## src/rtl/csad_pkg.sv

```systemverilog
package csad_pkg;

  localparam int ADDR_W  = 25;
  localparam int DATA_W  = 32;
  localparam int IDX_W   = 22;
  localparam int WORD_W  = 20;
  localparam int LANES   = 4;
  localparam int LANE_W  = 2;

  localparam int OPQ_DEPTH = 2;
  localparam int OPQ_AW    = $clog2(OPQ_DEPTH);
  localparam int OPQ_CW    = $clog2(OPQ_DEPTH + 1);

  localparam int OUT_DEPTH = 4;
  localparam int OUT_AW    = $clog2(OUT_DEPTH);
  localparam int OUT_CW    = $clog2(OUT_DEPTH + 1);

  localparam logic CMD_READ  = 1'b0;
  localparam logic CMD_WRITE = 1'b1;

  localparam logic AREA_MAIN = 1'b0;
  localparam logic AREA_ID   = 1'b1;

  localparam logic [1:0] SZ_BYTE = 2'd0;
  localparam logic [1:0] SZ_HALF = 2'd1;
  localparam logic [1:0] SZ_WORD = 2'd2;

  typedef enum logic [1:0] {
    CART_NONE  = 2'd0,
    CART_RAM1M = 2'd1,
    CART_RAM4M = 2'd2,
    CART_ROM2M = 2'd3
  } cart_type_t;

  localparam logic [31:0]       SEL_RAM1M  = 32'h0000_0050;
  localparam logic [31:0]       SEL_RAM4M  = 32'h0000_00F0;
  localparam logic [DATA_W-1:0] CODE_RAM1M = 32'hFF5A_FF5A;
  localparam logic [DATA_W-1:0] CODE_RAM4M = 32'hFF5C_FF5C;
  localparam logic [DATA_W-1:0] ALL_ONES   = 32'hFFFF_FFFF;
  localparam logic [ADDR_W-1:0] ID_TOP_B   = 25'hFF_FFFF;
  localparam logic [ADDR_W-1:0] ID_TOP_H   = 25'hFF_FFFE;
  localparam logic [ADDR_W-1:0] ID_TOP_W   = 25'hFF_FFFC;

  // One decoded access as it waits between the front and the back.
  typedef struct packed {
    logic              is_write;
    logic              is_mem;
    logic [1:0]        sz;
    logic [LANE_W-1:0] lane;
    logic [LANES-1:0]  be;
    logic [WORD_W-1:0] word;
    logic [DATA_W-1:0] data;
  } csad_op_t;

  typedef struct packed {
    logic     valid;
    csad_op_t op;
  } csad_opq_t;

  function automatic logic [DATA_W-1:0] size_mask(input logic [1:0] sz);
    logic [DATA_W-1:0] m;
    unique case (sz)
      SZ_BYTE: m = 32'h0000_00FF;
      SZ_HALF: m = 32'h0000_FFFF;
      default: m = ALL_ONES;
    endcase
    return m;
  endfunction

endpackage

```

## src/rtl/csad_front.sv

```systemverilog
module csad_front #(
  parameter int unsigned STORE_BYTES = 4194304
) (
  input  logic                       clk,
  input  logic                       rst_n,
  input  logic                       in_push,
  output logic                       in_full,
  input  logic                       in_cmd,
  input  logic                       in_area,
  input  logic [1:0]                 in_size,
  input  logic [csad_pkg::ADDR_W-1:0] in_addr,
  input  logic [csad_pkg::DATA_W-1:0] in_write_data,
  input  logic                       cfg_valid,
  output logic                       cfg_ready,
  input  logic [1:0]                 cfg_cart_type,
  output csad_pkg::csad_opq_t        opq,
  input  logic                       op_pop
);
  import csad_pkg::*;

  localparam int unsigned STORE_WORDS = STORE_BYTES / 4;
  localparam logic [IDX_W:0]  LP_BYTES = (IDX_W + 1)'(STORE_BYTES);
  localparam logic [WORD_W:0] LP_WORDS = (WORD_W + 1)'(STORE_WORDS);

  cart_type_t        type_r;
  csad_op_t          q_r [OPQ_DEPTH];
  logic [OPQ_AW-1:0] wr_ptr_r, rd_ptr_r;
  logic [OPQ_CW-1:0] cnt_r, cnt_nxt;

  logic [1:0]        sz;
  logic [ADDR_W-1:0] a;
  logic [DATA_W-1:0] m;
  logic [31:0]       sel;
  logic              hit;
  logic [IDX_W-1:0]  idx_raw, idx;
  logic [IDX_W:0]    idx_sub;
  logic [WORD_W:0]   word_ext, word_sub;
  logic [WORD_W-1:0] word;
  logic [LANE_W-1:0] lane;
  logic [LANES-1:0]  be_base;
  logic [ADDR_W-1:0] id_top;
  logic [DATA_W-1:0] id_val;
  logic              keep, acc, push;
  csad_op_t          op;

  assign cfg_ready = 1'b1;

  always_ff @(posedge clk) begin
    if (!rst_n) begin
      type_r <= CART_NONE;
    end else if (cfg_valid && cfg_ready) begin
      type_r <= cart_type_t'(cfg_cart_type);
    end
  end

  always_comb begin
    sz = (in_size == SZ_BYTE) ? SZ_BYTE : (in_size == SZ_HALF) ? SZ_HALF : SZ_WORD;
    a  = in_addr;
    if (sz == SZ_HALF) a[0] = 1'b0;
    if (sz == SZ_WORD) a[1:0] = 2'b00;
    m   = size_mask(sz);
    sel = 32'd1 << a[ADDR_W-1:20];

    unique case (type_r)
      CART_RAM1M: begin
        hit     = (sel & SEL_RAM1M) != 32'd0;
        idx_raw = {2'b00, a[21], a[18:0]};
      end
      CART_RAM4M: begin
        hit     = (sel & SEL_RAM4M) != 32'd0;
        idx_raw = a[IDX_W-1:0];
      end
      CART_ROM2M: begin
        hit     = 1'b1;
        idx_raw = {1'b0, a[20:0]};
      end
      default: begin
        hit     = 1'b0;
        idx_raw = '0;
      end
    endcase

    // The byte index is below twice the store size, so one subtraction wraps it.
    idx_sub = {1'b0, idx_raw} - LP_BYTES;
    idx     = ({1'b0, idx_raw} >= LP_BYTES) ? idx_sub[IDX_W-1:0] : idx_raw;

    word_ext = {1'b0, idx[IDX_W-1:2]};
    word_sub = word_ext - LP_WORDS;
    word     = (word_ext >= LP_WORDS) ? word_sub[WORD_W-1:0] : idx[IDX_W-1:2];

    unique case (sz)
      SZ_BYTE: begin
        lane    = 2'd3 - idx[1:0];
        be_base = 4'b0001;
        id_top  = ID_TOP_B;
      end
      SZ_HALF: begin
        lane    = idx[1] ? 2'd0 : 2'd2;
        be_base = 4'b0011;
        id_top  = ID_TOP_H;
      end
      default: begin
        lane    = 2'd0;
        be_base = 4'b1111;
        id_top  = ID_TOP_W;
      end
    endcase

    if (a == id_top) begin
      id_val = (type_r == CART_RAM1M) ? CODE_RAM1M :
               (type_r == CART_RAM4M) ? CODE_RAM4M : ALL_ONES;
    end else begin
      id_val = ALL_ONES;
    end

    op.is_write = (in_cmd == CMD_WRITE);
    op.is_mem   = (in_area == AREA_MAIN) && hit;
    op.sz       = sz;
    op.lane     = lane;
    op.be       = be_base << lane;
    op.word     = word;
    if (in_cmd == CMD_WRITE) begin
      op.data = (in_write_data & m) << {lane, 3'b000};
    end else if (in_area == AREA_ID) begin
      op.data = id_val & m;
    end else begin
      op.data = m;
    end

    // Writes that hit nothing are dropped here and never reach the back.
    keep = (in_cmd == CMD_READ) || op.is_mem;
  end

  assign in_full = (cnt_r == OPQ_CW'(OPQ_DEPTH));
  assign acc     = in_push && !in_full;
  assign push    = acc && keep;

  always_comb begin
    cnt_nxt = cnt_r;
    if (push && !op_pop) cnt_nxt = cnt_r + 1'b1;
    if (!push && op_pop) cnt_nxt = cnt_r - 1'b1;
  end

  always_ff @(posedge clk) begin
    if (!rst_n) begin
      wr_ptr_r <= '0;
      rd_ptr_r <= '0;
      cnt_r    <= '0;
    end else begin
      cnt_r <= cnt_nxt;
      if (push)   wr_ptr_r <= wr_ptr_r + 1'b1;
      if (op_pop) rd_ptr_r <= rd_ptr_r + 1'b1;
    end
  end

  always_ff @(posedge clk) begin
    if (push) q_r[wr_ptr_r] <= op;
  end

  assign opq.valid = (cnt_r != '0);
  assign opq.op    = q_r[rd_ptr_r];

  a_cnt_bound: assert property (@(posedge clk) disable iff (!rst_n)
    cnt_r <= OPQ_CW'(OPQ_DEPTH))
    else $error("op queue count out of range");

  a_pop_nonempty: assert property (@(posedge clk) disable iff (!rst_n)
    op_pop |-> cnt_r != '0)
    else $error("op queue popped while empty");

  a_drop_stable: assert property (@(posedge clk) disable iff (!rst_n)
    (acc && !keep && !op_pop) |=> $stable(cnt_r))
    else $error("dropped write changed op queue");

endmodule

```

## config.mk

```make
export PLATFORM = sky130hd
export DESIGN_NAME = csad_front
export DESIGN_NICKNAME = d
export VERILOG_FILES = /design/src/rtl/csad_pkg.sv /design/src/rtl/csad_front.sv
export SDC_FILE = /design/constraint.sdc
export NUM_CORES = 1
export LEC_CHECK = 0
export BUFFER_PORTS_ARGS = -buffer_cell sky130_fd_sc_hd__buf_2
export CAP_MARGIN = 0
export CORE_MARGIN = 2
export CORE_UTILIZATION = 25
export DETAILED_ROUTE_END_ITERATION = 8
export GPL_TIMING_DRIVEN = 0
export HOLD_SLACK_MARGIN = 0.05
export PLACE_DENSITY = 0.43
export SLEW_MARGIN = 20
export SYNTH_ARGS = -nofsm -noshare
export SYNTH_HDL_FRONTEND = slang
export SYNTH_SLANG_ARGS = --single-unit
```

## constraint.sdc

```tcl
create_clock -name clk -period 10 [get_ports clk]
set_clock_uncertainty 0.1 [all_clocks]
set_input_delay 0.5 -clock clk [delete_from_list [all_inputs] [get_ports clk]]
set_output_delay 0.5 -clock clk [all_outputs]
set_load 0.02 [all_outputs]
```

Yosys cells after proc, flatten, opt, wreduce, memory -nomap -nowiden
Memories as Yosys holds them, arrays and structs flattened. A register that Yosys moved wholly into a read port is not among the register bits.
Index checks and enable logic that the tools add are counted.

storage, ports and cells
  flip-flop bits (word level) = 6
  RAM bits = 124
  output and inout port bits = 65
  memories kept = 1

operators by class
  $add $sub $neg = 5
  equal/unequal tests = 8
  shift operators = 3
  mux-type cells = 22
  bitwise operators = 4
  reduce and logical (&&, ||, !) cells = 15

memory list
  name  words  width  rd ports  clocked after memory_dff  write ports  line              source
  q_r   2      62     1         1                         1            csad_front.sv:26  csad_op_t q_r [OPQ_DEPTH];

operator list
  operator               number
  $mux W24               3
  $pmux W22 S3           1
  $and A32 B32 Y32       2
  $mux W32               2
  $pmux W32 S2           1
  $reduce_bool A32 Y1    2
  $shl A32 B5 Y32        1
  $eq A25 B25 Y1         1
  $mux W2                6
  $eq A2 B2 Y1 const B   4
  $pmux W2 S2            2
  $pmux W4 S2            1
  $shl A1 B5 Y8 const A  1
  $eq A2 B1 Y1 const B   3
  $logic_and A1 B1 Y1    5
  $mux W1                5
  $logic_not A2 Y1       2
  $reduce_bool A2 Y1     2
  $shl A4 B2 Y4          1
  $logic_not A1 Y1       3
  $pmux W1 S3            1
  $add A1 B1 Y1 const B  2
  $add A2 B1 Y2 const B  1
  $not A1 Y1             2
  3 further kinds        3

Longest topological paths before layout
Gate-level depths: netlist of the first run.

  depth in word-level cells = 11
  depth in mapped cells = 10
  mapped depth without buffers = 10

Least setup slack after synthesis of the first run
OpenSTA, ideal clock, no wires.

  kind = reg-to-reg
  from = register type_r[0]
  to = memory q_r[0][0] in the netlist's numbering, enable pin
  library setup time = 0.482 ns
  arrival = 3.815 ns
  path slack = 5.603 ns
  cell stages (with the launch flop) = 8
  path buffers = 0
  period minus slack after synthesis = 4.397 ns
  path through = dfxtp_1 > inv_1 > ha_1 > nor2_1 > o221ai_1 > a21oi_1 > inv_1 > nor2_1

between the ends
  word-level cells in the longest chain between the ends = 7

ends and longest elaborated chain
  what                                                 line               source
  start, declared                                      csad_front.sv:25   cart_type_t type_r;
  start signal, assigned                               csad_front.sv:52   type_r <= cart_type_t'(cfg_cart_type);
  $eq A2 B2 Y1 / $eq A2 B1 Y1 (equally long branches)  csad_front.sv:64   unique case (type_r)
  $pmux W1 S3 (*)                                      csad_front.sv:64
  $logic_and A1 B1 Y1 (*)                              csad_front.sv:117  op.is_mem = (in_area == AREA_MAIN) && hit;
  $logic_or A1 B1 Y1 (*)                               csad_front.sv:131  keep = (in_cmd == CMD_READ) || op.is_mem;
  $logic_and A1 B1 Y1 (*)                              csad_front.sv:136  assign push = acc && keep;
  $mux W1 (*)                                          csad_front.sv:157  if (push) q_r[wr_ptr_r] <= op;
  $mux W1 (not written as such) (*)                    csad_front.sv:157
  end, declared                                        csad_front.sv:26

Every way passes the cells marked *; elsewhere a longest branch is shown, timed or not.

==> results of run 1 <==
## path summary, 6_finish.rpt
kind	end	cells past startpoint	from
max reg2reg	q_r[1][22]	7	type_r[1]
min reg2reg	cnt_r[1]	2	cnt_r[1]
min	type_r[0]	3	cfg_cart_type[0]
max	q_r[1][22]	7	type_r[1]
## power by group
group          internal (mW)  switching (mW)  leakage [nW]
logic                 0.0823           0.130          1.40
clock network          0.396           0.240         0.297
registers              0.634         0.00781          1.22
## final cells by class
class / instances / share of cell area
Antenna cell: 1 / 0.000333
Buffer: 23 / 0.0132
Clock buffer: 18 / 0.0572
Clock inverter: 14 / 0.0240
Inverter: 16 / 0.00800
Multi-Input combinational cell: 218 / 0.239
Sequential cell: 131 / 0.515
Tap cell: 285 / 0.0475
Timing Repair Buffer: 134 / 0.0964
## cell usage in the layout (no fill, tap or decap), types with 4 or more instances in the layout
cell / synthesis / layout
ha_1: 6 / 6
edfxtp_1: 124 / 124
buf_2: 1 / 132
a221o_1: 8 / 8
clkbuf_1: 19 / 20
mux2_2: 62 / 62
inv_1: 16 / 16
nor2b_1: 4 / 4
nand4_1: 5 / 5
a211o_1: 5 / 5
clkbuf_16: 0 / 17
a21oi_1: 15 / 15
o2bb2ai_1: 8 / 8
clkinv_4: 0 / 5
a21boi_0: 9 / 9
nor2_1: 11 / 10
nand2b_1: 6 / 6
and3_1: 24 / 24
o21ai_0: 4 / 4
a22o_1: 4 / 4
and2_1: 5 / 4
nand2_1: 10 / 10
dfxtp_1: 7 / 7
## kinds of logic after synthesis
kind of cell / share of synthesized area
buffers and inverters: 0.0274
AND/OR/NAND/NOR: 0.0766
adder cells (fa/ha/maj): 0.0129
flip-flops: 0.666
AO/OA/AOI/OAI: 0.0859
multiplexers: 0.126
other: 0.000647
XOR/XNOR: 0.00453
## worst reg2reg max path: stages (launching register included)
cell and delay (ns):
dfxtp_1 0.44, inv_1 0.10, ha_1 0.26, nor3_1 0.47, o21ai_1 0.22, clkbuf_1 0.27
nor3b_2 0.64, a22o_1 0.32
## registers in the layout (all words and copies together), names as in the netlist, named ones only
signal    flops
rd_ptr_r      1
wr_ptr_r      1
type_r        2
cnt_r         2
q_r         124
## metal layers
layer | GRT usage | vias to the layer above
li1 | - | 1807
met1 | 0.155 | 1884
met2 | 0.220 | 91
met3 | 0.0413 | 15
met4 | 0.0555 | 0
met5 | 0 | -
## through the flow
| stage | worst slack [ns] | cells |
|---|---|---|
| final | 7.04 | 840 |
| after global routing | 6.77 | 840 |
| after CTS | 6.94 | 839 |
| after detailed placement | 6.99 | 807 |
| after global placement | 3.46 | 804 |
| after floorplan | 5.60 | 388 |
==> metrics.yaml, run 1 <==
grt_max_degree: 40
cts_sinks: 131
finalInstanceArea_um2: 7500
wl_met2_um: 7990
grt_pass1_wl_um: 23200
start_kind: "flop"
gp_congestion: 0.822
r2r_slack_ns: 7.04
power_mw: 1.49
cts_root_buf: "clkbuf_16"
peakVddDrop_uv: 115
post-route-period-util: 0.296
chipHeight_um: 156
total_leakage_power_nw: 2.92
drive_gt1_frac: 0.433
synth-edff-count: 124
clk_pin_slew_ns: 0.06
grt_usage: 0.131
post_cts_buffers: 0
syn_nets: 462
synth_flop_cell: "edfxtp_1"
p_per_area_nw_per_um2: 198
ys_warn_count: 0
worstSetupPathType: "reg2reg"
core_um2: 22700
htree_levels: 4
rsz0062_at_grt: "no"
vias: 3797
die_w_um: 156
cp_top_family: "simple AND/OR/NAND/NOR gates"
ys_seq_area_frac: 0.666
worst_pin_slew_ns: 1.13
top_layer_used: "met4"
synth.area.top_cells: "edfxtp_1, mux2_2, and3_1"
m1WireLength_um: 6690
initial_utilization: 0.255
port_buffers: 131
place_area_um2: 6890
syn_to_final_growth_pct: 29.4
syn_area_per_cell_um2: 14.9
path_cells: "inv_1, ha_1, nor3_1, o21ai_1, clkbuf_1, nor3b_2, a22o_1"
drc_errors: 0
dp_hpwl_um: 11600
fmax_mhz: 338
timing.final.crit_period_ns: 2.96
slew_headroom: 0.238
post_cts_resized: 0
max_cap_viol_count: 0
vias_per_cell: 4.52
num-fill-cells: 2281
nets: 615
rows: 55
routed_wl_um: 15700
synthDistinctLibCells: 40
crit_fanout: 10
clockBufferDepth: 2
synth_most_common_cell: "edfxtp_1"
syn_inst: 388
cts_inserted_buffers: 17
status: "finished clean"
postCtsHoldBufs: 0
yosysTopAreaCell: "edfxtp_1"
hold_viol: 0
dr.pass1.iters: 4
netlist_top_cells_count: "edfxtp_1, mux2_2, and3_1"
crit_slowest_cell: "nor3b_2"
grt_pass1_vias: 3900
end_kind: "flop"
ios: 133
ys_ff_latch: 131
drtAntennaViolNets: 0
fin_setup_tns_ns: 0
finalMaxSlewViolations: 0
path_buf_inv: 2
dr_wl_met3_um: 789
synth_area_um2: 5800
cts_tree: "done"
hold_path.class: "in2reg"
wl_per_cell_um: 18.7
crit_required_ns: 10.16
die_area_um2: 24400
multi_input_area_um2: 1790
utilization: 0.330
antenna_found_initial: 1
worst_hold_slack_ns: 0.239
max_stage_delay_ns: 0.64
synthDominantCellAreaShare: 0.642
finalSetupViolCount: 0
grt_overflow_total: 0
worstPathArrival_ns: 3.13
regArea_um2: 3860
ys_async_sr_fraction: 0
worstSkewPairLatency_ns: 0.42
drt_iter0_markers: 165
No activity file was read; power rests on OpenSTA's default activity.
==> inputs of run 2 (changes only) <==
- PLACE_DENSITY: 0.43 -> 0.45
- clock period: 10 -> 2.6 ns (I/O delays scaled with it)
==> metrics.yaml, run 2 (synthesized netlist as in run 1, its figures left out) <==
num-fill-cells: 2202  # -3.5%
crit_fanout: 9  # -1
n_antenna_cell: 0  # -1
max_cap_viol_count: 0  # unchanged
grt_max_degree: 40  # unchanged
fin_ws_ns: 0.0671  # -6.97 ns
chipHeight_um: 156  # unchanged
reg_top3: "q_r (124), cnt_r (2), type_r (2)"
vias_per_cell: 4.57  # +1.1%
path_cells: "inv_1, ha_4, or3_1, buf_4, a311oi_4, buf_6, nor3b_4, buf_12, a211o_1"
cts_root_buf: "clkbuf_16"
cts_sinks: 131  # unchanged
initial_utilization: 0.255  # unchanged
path_buf_inv: 4  # +2
finalMaxSlewViolations: 0  # unchanged
grt_pass1_wl_um: 24600  # +5.7%
fin_setup_tns_ns: 0  # unchanged
drt_iter0_markers: 229  # +39%
grt_pass1_vias: 4296  # +10%
fin_cells: 892  # +6.2%
finalInstanceArea_um2: 8120  # +8.3%
antenna_found_initial: 0  # -1
fmax_mhz: 395  # +17%
cts_tree: "done"
die_area_um2: 24400  # unchanged
max_stage_delay_ns: 0.38  # -0.26 ns
grt_overflow_total: 0  # unchanged
dp.cells: 808  # +0.12%
p_per_area_nw_per_um2: 708  # +260%
crit_slowest_cell: "dfxtp_4"
clockBufferDepth: 2  # unchanged
worstSkewPairLatency_ns: 0.41  # about the same
drtAntennaViolNets: 0  # unchanged
regMostFlops: "q_r"
drive_gt1_frac: 0.425  # -0.00817
grt_usage: 0.138  # +0.00706
routed_wl_um: 16500  # +4.6%
power_mw: 5.75  # +290%
cts_inserted_buffers: 17  # unchanged
finalSetupViolCount: 0  # unchanged
nets: 669  # +8.8%
largest_register_ffs: 124  # unchanged
grt_use_met2: 0.229  # +0.00923
wl_per_cell_um: 18.5  # -1.5%
layout_common_cells: "buf_2, edfxtp_1, mux2_2, dlygate4sd3_1, and3_1"
status: "finished clean"
die_w_um: 156  # unchanged
gp_congestion: 0.851  # +3.5%
dr.pass1.iters: 4  # unchanged
layout_commonest_cell: "buf_2"
place_area_um2: 6950  # +0.85%
total_leakage_power_nw: 3.18  # +8.8%
port_buffers: 131  # unchanged
gr-max-usage-layer: "met2"
end_kind: "flop"
worst_hold_slack_ns: 0.0765  # -0.162 ns
hold_path.class: "in2reg"
utilization: 0.358  # +0.0273
crit_required_ns: 2.65  # -7.51 ns
worstPathArrival_ns: 2.58  # -0.55 ns
worstSetupPathType: "reg2reg"
peakVddDrop_uv: 451  # +290%
core_um2: 22700  # unchanged
rows: 55  # unchanged
clk_pin_slew_ns: 0.06  # about the same
htree_levels: 4  # unchanged
use_met1: 0.164  # +0.00827
ios: 133  # unchanged
timing.final.crit_period_ns: 2.53  # -0.430 ns
slew_headroom: 0.550  # +0.312
worst_pin_slew_ns: 0.669  # -0.464 ns
cp_top_family: "compound AO/OA/AOI/OAI gates"
vias: 4076  # +7.3%
start_kind: "flop"
hold_viol: 0  # unchanged
dp_hpwl_um: 11700  # +0.88%
drc_errors: 0  # unchanged
pre_cts_slack_ns: -0.159  # -7.15 ns
use_met3: 0.0363  # -0.00498
post-route-period-util: 0.974  # +0.678
syn_to_final_growth_pct: 40.1
[run 2: cell types whose count changed in the layout (fill, tap and decap cells not counted), sizes merged]
cell         delta
diode           -1
inv             -2
dlygate4sd3    +50
buf             +6
clkinv          +2
clkbuf          -3
[run 2: layout make-up]
type | count | area, µm² | area share
flip-flops and latches | 131 | 3870 | 0.477
multi-input cells | 218 | 1840 | 0.227
repair buffers | 189 | 1310 | 0.161
clock buffers | 17 | 425 | 0.0524
well taps | 285 | 357 | 0.0439
clock inverters | 14 | 164 | 0.0202
plain buffers | 22 | 101 | 0.0125
inverters | 16 | 60.1 | 0.00739
[run 2: path summary, 6_finish.rpt]
| path | startpoint | depth (start not counted) | to | slack [ns] |
|---|---|---|---|---|
| worst max register to register | type_r[1] | 9 | q_r[1][21] | 0.07 |
| worst min register to register | cnt_r[1] | 2 | cnt_r[1] | 0.42 |
| worst max-delay path | type_r[1] | 9 | q_r[1][21] | 0.07 |
| worst min-delay path | in_addr[20] | 2 | q_r[0][50] | 0.08 |
[run 2: per-layer routing]
| layer | routed length, µm | part of all wire |
|---|---|---|
| met2 | 8120 | 0.49 |
| met4 | 632 | 0.038 |
| met3 | 817 | 0.050 |
| met1 | 6900 | 0.42 |
| met5 | 0 | 0 |
[run 2: power by group]
part / internal [mW] / switching, mW
clock: 1.50 / 0.870
sequential: 2.44 / 0.0374
combinational: 0.391 / 0.518
[run 2: timing repair]
item | in CTS | in global routing
setup buffers | 3 | 1
endpoints found under the hold margin | 109 | 0
gates resized for setup | 4 | 12
pin swaps | 3 | 1
hold buffers | 50 | 0
endpoints found under the setup margin | 116 | 77
==> inputs of run 3 (changes only) <==
- PLACE_DENSITY: 0.45 -> 0.43
- clock period: 2.6 -> 2.9 ns (I/O delays scaled with it)
==> metrics.yaml, run 3 (synthesized netlist as in run 1, its figures left out) <==
die_w_um: 156  # unchanged
hold_depth: 3  # +1
gp_congestion: 0.824  # -3.2%
n_antenna_cell: 0  # unchanged
core_um2: 22700  # unchanged
cts_root_buf: "clkbuf_16"
start_kind: "flop"
p_per_area_nw_per_um2: 630  # -11%
power.switching_mw: 1.24  # -13%
min_from: "in_write_data[20]"
chipHeight_um: 156  # unchanged
largest_register_ffs: 124  # unchanged
utilization: 0.350  # -0.00821
status: "finished clean"
rows: 55  # unchanged
fin_cells: 883  # -1.0%
grt_overflow_total: 0  # unchanged
wl_per_cell_um: 18.2  # -1.2%
cts_sinks: 131  # unchanged
dr.pass1.iters: 5  # +1
cts_inserted_buffers: 17  # unchanged
r2r-start: "type_r[1]"
syn_to_final_growth_pct: 36.9
p_comb_frac: 0.160  # +0.002
routed_wl_um: 16100  # -2.2%
crit_fanout: 9  # unchanged
fmax_mhz: 362  # -8.3%
worstSetupPathType: "reg2reg"
ff2ff_path_depth: 8  # -1
nets: 660  # -1.3%
clock_power_share: 0.398  # -0.013
p_seq_frac: 0.442  # +0.012
clockBufferDepth: 2  # unchanged
grt_pass1_wl_um: 23900  # -2.5%
htree_levels: 4  # unchanged
hold_path.class: "in2reg"
grt_usage: 0.134  # -0.00397
post-route-period-util: 0.952  # -0.0217
finalSetupViolCount: 0  # unchanged
num-fill-cells: 2233  # +1.4%
drc_errors: 0  # unchanged
end_kind: "flop"
crit_required_ns: 2.99  # +0.34 ns
port_buffers: 131  # unchanged
antenna_found_initial: 0  # unchanged
timing.final.crit_period_ns: 2.76  # +0.229 ns
clk_pin_slew_ns: 0.06  # about the same
r2r_slack_ns: 0.14  # +0.07 ns
cts_tree: "done"
layout_common_cells: "buf_2, edfxtp_1, mux2_2, dlygate4sd3_1, and3_1"
rsz0062_at_grt: "no"
switching_share: 0.247  # -0.000390
vias: 3969  # -2.6%
hold_viol: 0  # unchanged
whs_endpoint: "q_r[1][20]"
r2r_end: "q_r[1][10]"
drt_iter0_markers: 159  # -31%
power_mw: 5.00  # -13%
worstSkewPairLatency_ns: 0.41  # about the same
finalMaxSlewViolations: 0  # unchanged
dp_hpwl_um: 11800  # +0.11%
reg_top3: "q_r (124), cnt_r (2), type_r (2)"
ios: 133  # unchanged
drive_gt1_frac: 0.403  # -0.0220
worstPathArrival_ns: 2.85  # +0.27 ns
worst_hold_slack_ns: 0.0669  # -0.00958 ns
grt_pass1_vias: 4170  # -2.9%
grt_max_degree: 47  # +18%
initial_utilization: 0.255  # unchanged
peakVddDrop_uv: 374  # -17%
drtAntennaViolNets: 0  # unchanged
slew_headroom: 0.331  # -0.219
worst_pin_slew_ns: 0.995  # +0.325 ns
regMostFlops: "q_r"
layout_commonest_cell: "buf_2"
die_area_um2: 24400  # unchanged
total_leakage_power_nw: 3.10  # -2.5%
max_cap_viol_count: 0  # unchanged
vias_per_cell: 4.49  # -1.6%
dp.cells: 808  # unchanged
power.internal_mw: 3.76  # -13%
## run 3: changes by cell type in the layout (fill, tap and decap cells not counted), moves of 3 or more
cell,previous run,this run
ha_1,3,6
clkinv_4,4,1
dlygate4sd3_1,50,43
clkbuf_2,3,0
clkbuf_1,14,21
## run 3: repair_timing
item	in CTS	in global routing
endpoints found under the hold margin	97	0
hold buffers	43	0
endpoints found under the setup margin	0	57
resized for setup	0	4
buffers inserted	0	1
## run 3: how the worst max path moves through the flow
stage	from	to	slack (ns)	cells past startpoint
after detailed placement	type_r[1]	q_r[1][22]	0.05	7
after floorplan	type_r[0]	q_r[0][0]	0.22	7
final	type_r[1]	q_r[1][10]	0.14	8
after global placement	type_r[0]	q_r[0][22]	-0.71	7
after global routing	type_r[1]	q_r[0][10]	0.01	8
after CTS	type_r[1]	q_r[1][22]	0.02	7
## run 3: area by class of cell
cell class / instances / area [µm²] / area share
inverter: 16 / 60.1 / 0.00757
sequential: 131 / 3860 / 0.487
buffer: 23 / 98.8 / 0.0125
multi-input combinational: 218 / 1810 / 0.228
clock inverter: 12 / 116 / 0.0147
tap: 285 / 357 / 0.0449
timing repair buffer: 179 / 1200 / 0.151
clock buffer: 19 / 433 / 0.0545
## run 3: critical path, cell delays in order (launching register included)
cell	delay, ns
dfxtp_1	0.43
inv_1	0.10
ha_1	0.28
or3_1	0.38
buf_2	0.19
a311oi_4	0.47
and3_1	0.22
buf_4	0.16
o2bb2ai_1	0.22
## run 3: power by group through the flow
| stage | clock network (mW) | logic [mW] | registers (mW) |
|---|---|---|---|
| final | 1.99 | 0.799 | 2.21 |
| after global routing | 2.13 | 0.866 | 2.22 |
| after CTS | 2.04 | 0.806 | 2.21 |
| after detailed placement | 0 | 0.755 | 2.25 |
| after global placement | 0 | 0.722 | 2.25 |
| after floorplan | 0 | 0.450 | 2.24 |
## run 3: layer usage
layer	global-route usage	part of all wire	up-vias
li1	-	-	1893
met1	0.162	0.43	1960
met2	0.227	0.50	90
met3	0.0318	0.036	26
met4	0.0620	0.028	0
met5	0	0	-
## run 3: stage by stage
stage                     setup TNS, ns  setup WS [ns]  area, µm²
after CTS                             0         0.0242       7900
after floorplan                       0          0.218       5810
after global placement           -67.40         -0.708       6820
after global routing                  0         0.0106       7940
final                                 0          0.138       7940
after detailed placement              0         0.0492       6920
